[src/rtl/frb_pkg.sv]
// Shared types and constants for the flow record batcher.
// Used by frb_ctrl, frb_datapath and flow_record_batcher; no dependencies.
package frb_pkg;

    // Configuration register indexes (byte address = 4 * index)
    localparam logic [1:0] REG_LOCAL_NETWORK  = 2'd0;
    localparam logic [1:0] REG_LOCAL_NETMASK  = 2'd1;
    localparam logic [1:0] REG_FLUSH_INTERVAL = 2'd2;

    localparam logic [15:0] FLUSH_INTERVAL_RESET = 16'd41;

    localparam int IN_TDATA_W  = 120;
    localparam int OUT_TDATA_W = 56;

    // Input packet summary, source address in the lowest bits
    typedef struct packed {
        logic [31:0] current_time_ms;
        logic [1:0]  protocol_kind;
        logic [15:0] packet_length;
        logic [31:0] destination_address;
        logic [31:0] source_address;
    } in_item_t;

    // One stored flow record (51 bits)
    typedef struct packed {
        logic        is_incoming;
        logic [31:0] local_host_bits;
        logic [1:0]  record_protocol;
        logic [15:0] record_length;
    } flow_rec_t;

    typedef enum logic [0:0] {
        ST_IDLE  = 1'b0,
        ST_DRAIN = 1'b1
    } frb_state_t;

    // Controller to datapath
    typedef struct packed {
        logic store;        // write the classified record into the store
        logic start_flush;  // latch batch size, clear count, update flush time
        logic issue_rd;     // read the next stored record
    } frb_cmd_t;

    // Datapath to controller
    typedef struct packed {
        logic keep;         // packet has a local end
        logic flush_hit;    // store full or interval passed after this record
        logic all_issued;   // every record of the batch has been read
        logic rd_pending;   // read data waits for the output register
        logic out_free;     // output register can take data this cycle
    } frb_status_t;

endpackage

[src/rtl/frb_ctrl.sv]
// Controller state machine of the flow record batcher.
// Depends on frb_pkg; drives commands into frb_datapath.
module frb_ctrl (
    input  logic                clk,
    input  logic                rst_n,
    input  logic                s_tvalid,
    output logic                s_tready,
    input  frb_pkg::frb_status_t status,
    output frb_pkg::frb_cmd_t   cmd
);
    import frb_pkg::*;

    frb_state_t state_reg;
    frb_state_t state_next;

    // State register
    always_ff @(posedge clk or negedge rst_n)
    begin
        if (!rst_n)
        begin
            state_reg <= ST_IDLE;
        end
        else
        begin
            state_reg <= state_next;
        end
    end

    // Next state and commands
    always_comb
    begin
        state_next      = state_reg;
        s_tready        = 1'b0;
        cmd.store       = 1'b0;
        cmd.start_flush = 1'b0;
        cmd.issue_rd    = 1'b0;
        unique case (state_reg)
            ST_IDLE:
            begin
                s_tready = 1'b1;
                if (s_tvalid && status.keep)
                begin
                    cmd.store = 1'b1;
                    if (status.flush_hit)
                    begin
                        cmd.start_flush = 1'b1;
                        state_next      = ST_DRAIN;
                    end
                end
            end
            ST_DRAIN:
            begin
                // one read in flight at most, refilled as the output drains
                cmd.issue_rd = !status.all_issued &&
                               (!status.rd_pending || status.out_free);
                if (status.all_issued && !status.rd_pending)
                begin
                    state_next = ST_IDLE;
                end
            end
            default:
            begin
                state_next = ST_IDLE;
            end
        endcase
    end

    // Assertions
    a_no_read_in_idle: assert property (@(posedge clk) disable iff (!rst_n)
        (state_reg == ST_IDLE) |-> !cmd.issue_rd)
        else $error("read issued outside of a drain");
    a_flush_enters_drain: assert property (@(posedge clk) disable iff (!rst_n)
        cmd.start_flush |=> (state_reg == ST_DRAIN))
        else $error("flush did not start a drain");
    a_drain_blocks_input: assert property (@(posedge clk) disable iff (!rst_n)
        (state_reg == ST_DRAIN) |-> !cmd.store)
        else $error("record stored during a drain");

endmodule

[src/rtl/frb_datapath.sv]
// Datapath of the flow record batcher: classifier, record store, batch counters,
// flush timer and output register. Depends on frb_pkg; controlled by frb_ctrl.
module frb_datapath #(
    parameter int BATCH_DEPTH = 64
) (
    input  logic                clk,
    input  logic                rst_n,
    input  frb_pkg::in_item_t   in_item,
    input  logic [31:0]         local_network,
    input  logic [31:0]         local_netmask,
    input  logic [15:0]         flush_interval_ms,
    input  frb_pkg::frb_cmd_t   cmd,
    output frb_pkg::frb_status_t status,
    input  logic                out_ready,
    output logic                out_valid,
    output frb_pkg::flow_rec_t  out_rec,
    output logic                out_last
);
    import frb_pkg::*;

    localparam int CW = $clog2(BATCH_DEPTH + 1);
    localparam int AW = (BATCH_DEPTH > 1) ? $clog2(BATCH_DEPTH) : 1;

    flow_rec_t       store_mem [BATCH_DEPTH];

    logic [CW-1:0]   count_reg;
    logic [CW-1:0]   count_next;
    logic [CW-1:0]   total_reg;
    logic [CW-1:0]   rd_idx_reg;
    logic [31:0]     last_flush_reg;
    logic            rdv_reg;
    logic            rdv_next;
    logic            rd_last_reg;
    flow_rec_t       rd_data_reg;
    logic            out_valid_reg;
    logic            out_last_reg;
    flow_rec_t       out_rec_reg;

    logic            src_local;
    logic            dst_local;
    flow_rec_t       new_rec;
    logic [CW-1:0]   count_plus;
    logic [31:0]     elapsed;
    logic            load_out;
    logic            out_free;

    // Classify the packet; the source test wins when both ends are local
    assign src_local = (in_item.source_address & local_netmask) == local_network;
    assign dst_local = (in_item.destination_address & local_netmask) == local_network;

    always_comb
    begin
        new_rec.is_incoming     = !src_local;
        new_rec.local_host_bits = src_local ? (in_item.source_address & ~local_netmask)
                                            : (in_item.destination_address & ~local_netmask);
        new_rec.record_protocol = in_item.protocol_kind;
        new_rec.record_length   = in_item.packet_length;
    end

    // Flush decision: store full, or elapsed time (mod 2^32) beyond the interval
    assign count_plus = count_reg + 1'b1;
    assign elapsed    = in_item.current_time_ms - last_flush_reg;

    assign out_free = !out_valid_reg || out_ready;
    assign load_out = rdv_reg && out_free;

    always_comb
    begin
        status.keep       = src_local || dst_local;
        status.flush_hit  = (count_plus == CW'(BATCH_DEPTH)) ||
                            (elapsed > {16'd0, flush_interval_ms});
        status.all_issued = rd_idx_reg == total_reg;
        status.rd_pending = rdv_reg;
        status.out_free   = out_free;
    end

    // Record store write port
    always_ff @(posedge clk)
    begin
        if (cmd.store)
        begin
            store_mem[count_reg[AW-1:0]] <= new_rec;
        end
    end

    // Record store read port, registered
    always_ff @(posedge clk)
    begin
        if (cmd.issue_rd)
        begin
            rd_data_reg <= store_mem[rd_idx_reg[AW-1:0]];
            rd_last_reg <= (rd_idx_reg + 1'b1) == total_reg;
        end
    end

    // Batch count, batch size, read index and flush time
    always_comb
    begin
        count_next = count_reg;
        if (cmd.start_flush)
        begin
            count_next = '0;
        end
        else if (cmd.store)
        begin
            count_next = count_plus;
        end
    end

    always_ff @(posedge clk or negedge rst_n)
    begin
        if (!rst_n)
        begin
            count_reg      <= '0;
            total_reg      <= '0;
            rd_idx_reg     <= '0;
            last_flush_reg <= '0;
        end
        else
        begin
            count_reg <= count_next;
            if (cmd.start_flush)
            begin
                total_reg      <= count_plus;
                rd_idx_reg     <= '0;
                last_flush_reg <= in_item.current_time_ms;
            end
            else if (cmd.issue_rd)
            begin
                rd_idx_reg <= rd_idx_reg + 1'b1;
            end
        end
    end

    // Read data valid flag
    always_comb
    begin
        rdv_next = rdv_reg;
        if (cmd.issue_rd)
        begin
            rdv_next = 1'b1;
        end
        else if (load_out)
        begin
            rdv_next = 1'b0;
        end
    end

    always_ff @(posedge clk or negedge rst_n)
    begin
        if (!rst_n)
        begin
            rdv_reg <= 1'b0;
        end
        else
        begin
            rdv_reg <= rdv_next;
        end
    end

    // Output register: holds a result while the sink stalls
    always_ff @(posedge clk or negedge rst_n)
    begin
        if (!rst_n)
        begin
            out_valid_reg <= 1'b0;
        end
        else if (load_out)
        begin
            out_valid_reg <= 1'b1;
        end
        else if (out_ready)
        begin
            out_valid_reg <= 1'b0;
        end
    end

    always_ff @(posedge clk)
    begin
        if (load_out)
        begin
            out_rec_reg  <= rd_data_reg;
            out_last_reg <= rd_last_reg;
        end
    end

    assign out_valid = out_valid_reg;
    assign out_rec   = out_rec_reg;
    assign out_last  = out_last_reg;

    // Assertions
    a_count_below_depth: assert property (@(posedge clk) disable iff (!rst_n)
        count_reg < CW'(BATCH_DEPTH))
        else $error("record count reached the store depth");
    a_rd_idx_bounded: assert property (@(posedge clk) disable iff (!rst_n)
        rd_idx_reg <= total_reg)
        else $error("read index ran past the batch size");
    a_flush_needs_store: assert property (@(posedge clk) disable iff (!rst_n)
        cmd.start_flush |-> cmd.store)
        else $error("flush without a stored record");
    a_issue_not_all: assert property (@(posedge clk) disable iff (!rst_n)
        cmd.issue_rd |-> (rd_idx_reg < total_reg) && !cmd.store)
        else $error("read issued beyond the batch");

endmodule

[src/rtl/flow_record_batcher.sv]
// Top level of the flow record batcher: configuration registers with APB access,
// stream packing, controller and datapath. Depends on frb_pkg, frb_ctrl, frb_datapath.
//
//  channel   dir  handshake                 contents
//  s_axis    in   s_tvalid / s_tready       packet summary (s_tdata)
//  m_axis    out  m_tvalid / m_tready       flow record (m_tdata, m_tuser, m_tlast)
//  apb       in   psel / penable / pready   local_network, local_netmask, flush_interval_ms
//
// A packet summary is taken when s_tvalid and s_tready are both high; a dropped or
// stored-only packet frees the input the next cycle. A flush holds s_tready low while
// the batch drains through the store's registered read port, one record per cycle when
// m_tready stays high, until the last record has moved from the read port into the
// output register; m_tready stalls stretch the drain. The last record may still wait in
// the output register while the next summary is taken.
// Reset clears count, flush time and valid flags; the store itself is not cleared.
module flow_record_batcher #(
    parameter int BATCH_DEPTH = 64
) (
    input  logic                            clk,
    input  logic                            rst_n,
    // packet summary stream
    input  logic                            s_tvalid,
    output logic                            s_tready,
    // source_address, destination_address, packet_length, protocol_kind,
    // current_time_ms (low bit up), zero padded
    input  logic [frb_pkg::IN_TDATA_W-1:0]  s_tdata,
    // flow record stream
    output logic                            m_tvalid,
    input  logic                            m_tready,
    // local_host_bits, record_protocol, record_length (low bit up), zero padded
    output logic [frb_pkg::OUT_TDATA_W-1:0] m_tdata,
    // is_incoming
    output logic                            m_tuser,
    // last_in_batch
    output logic                            m_tlast,
    // configuration port
    input  logic                            psel,
    input  logic                            penable,
    input  logic                            pwrite,
    input  logic [3:0]                      paddr,
    input  logic [31:0]                     pwdata,
    output logic [31:0]                     prdata,
    output logic                            pready
);
    import frb_pkg::*;

    logic [31:0]  local_network_reg;
    logic [31:0]  local_netmask_reg;
    logic [15:0]  flush_interval_reg;
    logic         cfg_write;
    logic [1:0]   reg_idx;

    in_item_t     in_item;
    frb_cmd_t     cmd;
    frb_status_t  status;
    flow_rec_t    out_rec;

    // Configuration registers
    assign pready    = 1'b1;
    assign reg_idx   = paddr[3:2];
    assign cfg_write = psel && penable && pwrite;

    always_ff @(posedge clk or negedge rst_n)
    begin
        if (!rst_n)
        begin
            local_network_reg  <= '0;
            local_netmask_reg  <= '0;
            flush_interval_reg <= FLUSH_INTERVAL_RESET;
        end
        else if (cfg_write)
        begin
            unique case (reg_idx)
                REG_LOCAL_NETWORK:  local_network_reg  <= pwdata;
                REG_LOCAL_NETMASK:  local_netmask_reg  <= pwdata;
                REG_FLUSH_INTERVAL: flush_interval_reg <= pwdata[15:0];
                default:            ;
            endcase
        end
    end

    // Register read-back
    always_comb
    begin
        unique case (reg_idx)
            REG_LOCAL_NETWORK:  prdata = local_network_reg;
            REG_LOCAL_NETMASK:  prdata = local_netmask_reg;
            REG_FLUSH_INTERVAL: prdata = {16'd0, flush_interval_reg};
            default:            prdata = '0;
        endcase
    end

    // Input unpacking
    assign in_item = in_item_t'(s_tdata[$bits(in_item_t)-1:0]);

    frb_ctrl u_ctrl (
        .clk      (clk),
        .rst_n    (rst_n),
        .s_tvalid (s_tvalid),
        .s_tready (s_tready),
        .status   (status),
        .cmd      (cmd)
    );

    frb_datapath #(
        .BATCH_DEPTH (BATCH_DEPTH)
    ) u_datapath (
        .clk               (clk),
        .rst_n             (rst_n),
        .in_item           (in_item),
        .local_network     (local_network_reg),
        .local_netmask     (local_netmask_reg),
        .flush_interval_ms (flush_interval_reg),
        .cmd               (cmd),
        .status            (status),
        .out_ready         (m_tready),
        .out_valid         (m_tvalid),
        .out_rec           (out_rec),
        .out_last          (m_tlast)
    );

    // Output packing
    assign m_tdata = {6'd0, out_rec.record_length, out_rec.record_protocol,
                      out_rec.local_host_bits};
    assign m_tuser = out_rec.is_incoming;

endmodule
[config.mk]
export PLATFORM = sky130hd
export DESIGN_NAME = flow_record_batcher
export DESIGN_NICKNAME = d
export VERILOG_FILES = /design/src/rtl/frb_pkg.sv /design/src/rtl/frb_ctrl.sv /design/src/rtl/frb_datapath.sv /design/src/rtl/flow_record_batcher.sv
export SDC_FILE = /design/constraint.sdc
export NUM_CORES = 2
export LEC_CHECK = 0
export BUFFER_PORTS_ARGS = -buffer_cell sky130_fd_sc_hd__buf_2
export CORE_ASPECT_RATIO = 1.4
export CORE_MARGIN = 2
export CORE_UTILIZATION = 56
export DETAILED_ROUTE_END_ITERATION = 10
export PLACE_DENSITY = 0.75
export SLEW_MARGIN = 10
export SYNTH_ARGS = -nofsm -noshare
export SYNTH_HDL_FRONTEND = slang
export SYNTH_SLANG_ARGS = --single-unit
[constraint.sdc]
create_clock -name clk -period 5 [get_ports clk]
set_clock_uncertainty 0.2 [all_clocks]
set_input_delay 0.5 -clock clk [delete_from_list [all_inputs] [get_ports clk]]
set_output_delay 0.5 -clock clk [all_outputs]
set_load 0.01 [all_outputs]
# After elaboration in Yosys (flattened, before gate mapping)
# Memory sizes are Yosys's and may differ from the RTL's. A register that Yosys moved wholly into a read port is not among the register bits.
# Cells that the tools add are included.
# word_totals
reg_bits	189
latch_bits	0
ramBits	3264
romBits	0
in_bits	163
mem_count	1
# op_classes
n_addsub	3
n_mul	0
div_mod_pow	0
n_lt_le_gt_ge	1
eq_ne	7
shift	0
mux	20
n_bitwise	6
reduce_logical	22
# mem_list
memory	depth	width	read_ports	rd_ports_with_merged_regs	write_ports	line_no	text
u_datapath.store_mem	64	51	1	1	1	frb_datapath.sv:24	flow_rec_t store_mem [BATCH_DEPTH];
# ops
operator	n
32-bit bitwise AND	4
32-bit one-hot mux with 3 select lines	1
32-bit == test	2
32-bit by 16-bit > comparator with 1-bit output	1
32-bit 2-to-1 mux	1
32-bit NOT	1
32-bit subtractor	1
7-bit 2-to-1 mux	4
7-bit by 1-bit adder with 7-bit output (second input constant)	2
7-bit == test	2
1-bit 2-to-1 mux	11
2-bit nonzero test	4
7-bit == test (second input constant)	1
1-bit logical AND	6
2-bit AND reduction	3
1-bit zero test	4
1-bit logical OR	4
2-bit 2-to-1 mux	2
2-bit by 1-bit == test with 1-bit output (second input constant)	1
2-bit == test (second input constant)	1
2-bit zero test	1
1-bit one-hot mux with 2 select lines	1
1-bit NOT	1

# Depth between registers and ports, before layout
# depth
depth_word	8
ltp_mapped	20

# Modules after synthesis
# A second synthesis with hierarchy kept.
# unflattened
hier_cells	6466
hier_area_um2	137431.8
# by_module_without_submodules
mod	n_inst	cells_per_inst	area_per_inst_um2	seq_area_each_um2
frb_datapath	1	6185	133605.6	102513.3
flow_record_batcher	1	272	3749.8	2005.7
frb_ctrl	1	9	76.3	25.0

# Worst setup path after synthesis
# No wires, ideal clock.
# synth_path
path_type	flip-flop to flip-flop
startpoint	register u_datapath.rd_idx_reg[0]
endpoint	register u_datapath.rd_idx_reg[4]
setup_ns	0.073
arrival_time_ns	5.082
required_time_ns	4.727
slack_ns	-0.355
stages_incl_launch_ff	11
n_path_buf	2
path_cell_list	dfrtp_1 > clkbuf_1 > buf_1 > xnor2_1 > nand4_1 > or4_1 > nand2_1 > a21oi_1 > nand4_1 > xor2_1 > nor2_1
# synth_lines
item	line_no	text
start, declared	frb_datapath.sv:29	logic [CW-1:0] rd_idx_reg;
start signal, assigned	frb_datapath.sv:130	rd_idx_reg <= rd_idx_reg + 1'b1;

# Worst setup path after layout
# layout_path
startpoint	register u_datapath.last_flush_reg[0]
endpoint	register u_datapath.last_flush_reg[3]
# layout_via
elab_chain_len	6
# layout_lines
item	line_no	text
start, declared	frb_datapath.sv:30	logic [31:0] last_flush_reg;
start signal, assigned	frb_datapath.sv:126	last_flush_reg <= in_item.current_time_ms;
32-bit subtractor	frb_datapath.sv:62	assign elapsed = in_item.current_time_ms - last_flush_reg;
32-bit by 16-bit > comparator with 1-bit output	frb_datapath.sv:71	(elapsed > {16'd0, flush_interval_ms});
1-bit logical OR	frb_datapath.sv:70	status.flush_hit = (count_plus == CW'(BATCH_DEPTH)) ||
1-bit 2-to-1 mux	frb_ctrl.sv:44	if (status.flush_hit)
2-bit 2-to-1 mux	frb_ctrl.sv:41	if (s_tvalid && status.keep)
2-bit 2-to-1 mux	frb_ctrl.sv:37	unique case (state_reg)
# No other way between the ends.
# A chain may end at the register's enable or synchronous reset.

==> reports/results.ini <==
[run_status]
status = finished, final reports clean

[final_layout]
fillers = 15100
largest_reg_flops = 3264
multi_input_area_um2 = 31700
final_nets = 6768
fin_area_um2 = 156000
seqCellArea_um2 = 105000
layout_commonest_cell = edfxtp_1
final_cells = 10000
syn_to_final_growth_pct = 14.2
final_cell_mix = edfxtp_1 (3368), mux4_2 (1071), clkbuf_16 (330)
drive_above_1_share_pct = 33.6

[sta]
worst_pin_slew_ns = 1.24
finalMaxSlewViolations = 0
layout_min_cycle_time_ns = 4.80
final.setup.worst_slack_ns = 0.203
fmax_ghz = 0.208
setup-violations-final = 0
maxSlewHeadroom_pct = 17.6
finalCritPeriodShare_pct = 95.9
finalHoldViolCount = 0
rsz0062_at_grt = no

[yosys]
ys_warn_count = 0
netlist.area_leader.share_pct = 73.9
synth_top_family_by_area = multiplexers
synthMuxAreaShare_pct = 19.0
synth_area_leaders = edfxtp_1 (74%), mux4_2 (18%), dfrtp_1 (2.4%)
ys_types = 65
synth_compound_area_share_pct = 0.819
synthCells = 5911
synth_adder_area_share_pct = 0.472
synthFlopType = edfxtp_1
syn_area_per_cell_um2 = 23.1
synthSimpleGateAreaFrac_pct = 1.55
synth-xor-area-share_pct = 0.666
yosysTopAreaCell = edfxtp_1
netlist_area_um2 = 137000
ys_seq_area_share_pct = 76.4
synth-edff-count = 3368
ys_ff_latch = 3504
async_reset_ff_share_pct = 3.88

[global_route]
antenna_found_initial = 11
grt_pass1_vias = 71600
overflow = 0
grt_pass1_wl_mm = 541
grt_max_degree = 86
grt_usage_pct = 31.1

[setup_path]
crit_required_ns = 5.53
r2r_cells = 20
r2r_slack_ns = 0.20
crit_path_start_kind = register
crit_fanout = 14
cp-end-kind = register
worstReg2RegStart = u_datapath.last_flush_reg[0]
crit_type = register to register
arrival_ns = 5.33
reg2reg_to = u_datapath.last_flush_reg[3]

[clock_network]
root_buffer = clkbuf_16
htree_levels = 5
cts.sinks = 3504
cts_tree = yes
clk_latency_ns = 0.89
cts_buffers = 320
clk_pin_slew_ns = 0.06
clk_path_buf_depth = 4

[die]
start_util_pct = 56.3
die_area_um2 = 248000
io_pins = 256
die_x_um = 422
core_um2 = 243000
die_height_um = 589
fp-row-count = 214

[route]
dr_total_vias = 69200
ant_nets = 0
top_layer = met5
drc = 0
first_iter_violations = 10500
vias_per_cell = 6.89
routed-wl-met3_mm = 40.3
drtPass1Iterations = 6
drt-met1-wl_mm = 126
wl_met2_mm = 193
wl_per_cell_um = 38.3
wl_mm = 384

[worst_hold_path]
hold_depth = 3
worstHoldStart = s_tdata[56]
hold_path_end = u_datapath.store_mem[15][42]
hp-class = input port to register

[power_and_ir_drop]
p_per_area_nw_per_um2 = 514
cellLeakagePower_nw = 49.8
vdd_ir_drop_max_mv = 0.424

[place]
place_area_um2 = 145000
io_buffers = 240
pre_cts_ws_ns = -0.575
hpwl_mm = 195
finalWeightedCongestion = 0.855
place_inst = 9400

[job]
cap_violations = 0

-- routing by layer --
metal  vias up  GRT usage (%)
li1      26300              -
met1     36200           38.6
met2      5407           52.0
met3      1179           6.37
met4         6           16.5
met5         -              0
-- Yosys cell counts (4+ instances only) --
master,n
mux2i_1,66
nor2b_1,10
nand2b_1,6
mux2_1,5
mux4_2,1071
a21o_1,12
a21oi_1,42
nor3_1,16
nand3_1,27
edfxtp_1,3368
inv_1,57
nand2_1,162
or4_1,4
and2_1,4
o31ai_1,4
xnor2_1,89
xor2_1,15
or2_2,7
buf_4,7
clkbuf_1,199
a211oi_1,4
nand3b_1,7
nor2_1,166
ha_1,50
dfrtp_1,133
buf_6,4
a31oi_1,5
mux2_2,71
buf_1,88
o21a_1,10
and3_1,5
o211ai_1,7
nor4_1,20
o21ai_0,65
nand4_1,26
mux2_4,27
-- worst max-delay path, cell delays in order, from the launching register on --
cell	delay, ns
dfrtp_1	0.39
ha_2	0.20
fa_2	0.42
nor2b_4	0.16
o2111ai_4	0.18
a2111oi_4	0.42
buf_4	0.17
nor3_1	0.06
xnor2_1	0.16
ha_1	0.34
o21ai_2	0.14
nor2_1	0.06
nor3_1	0.20
o21ai_1	0.14
nor4_1	0.32
nand4b_1	0.20
nor4_4	0.16
buf_4	0.19
nor2_4	0.07
buf_12	0.18
mux2_1	0.31
-- final cells by class --
class,instances,area share [%]
Tap cell,3240,2.59
Antenna cell,4,0.00641
Timing Repair Buffer,617,3.58
Inverter,57,0.137
Clock inverter,161,1.02
Multi-Input combinational cell,2054,20.3
Clock buffer,407,5.48
Sequential cell,3504,66.9
-- repair_timing --
action,4_1_cts,5_1_grt
gates cloned,0,1
gates resized for setup,3,13
setup buffers,0,3
hold buffers,68,0
setup endpoints to repair,44,45
endpoints found under the hold margin,189,0
pin swaps,1,10
-- how the worst max path moves through the flow --
stage,start,to,cells past startpoint
finish,u_datapath.last_flush_reg[0],u_datapath.last_flush_reg[3],20
global route,u_datapath.last_flush_reg[0],u_datapath.last_flush_reg[29],20
CTS,u_datapath.last_flush_reg[0],u_datapath.last_flush_reg[3],20
detailed placement,s_tdata[82],u_datapath.last_flush_reg[3],22
floorplan,s_tdata[17],u_datapath.store_mem[27][0],9
global placement,s_tdata[82],u_datapath.last_flush_reg[3],22
-- through the flow --
step / hold slack, ns / TNS (ns) / power (mW) / utilization [%]
2_1_floorplan: 0.00441 / -39.02 / 49.1 / -
6_report: 0.0778 / 0 / 80.3 / 64.3
4_1_cts: 0.0411 / 0 / 80.6 / 64.3
3_3_place_gp: 0.201 / -26.74 / 55.8 / 59.8
3_5_place_dp: 0.205 / -23.55 / 56.0 / 59.8
5_1_grt: 0.0906 / 0 / 82.4 / 64.3
-- logic make-up (layout without fill, tap and decap cells) --
family,after synthesis,count (layout)
muxes,1240,1240
adders and majority gates,51,51
DFF,3504,3504
xor gates and xnor gates,104,104
other,2,11
and+or+nand+nor,472,472
AOI/OAI and AO/OA,180,180
buffers and inverters,358,1242
-- power breakdown --
part	leakage (nW)	internal (mW)	switching [mW]	total [mW]
Clock	4.93	13.6	10.8	24.4
Combinational	12.6	10.7	10.7	21.4
Sequential	32.2	33.6	0.877	34.5
Total	49.8	57.9	22.4	80.3
Note: power is estimated with default switching activity, not from simulation.
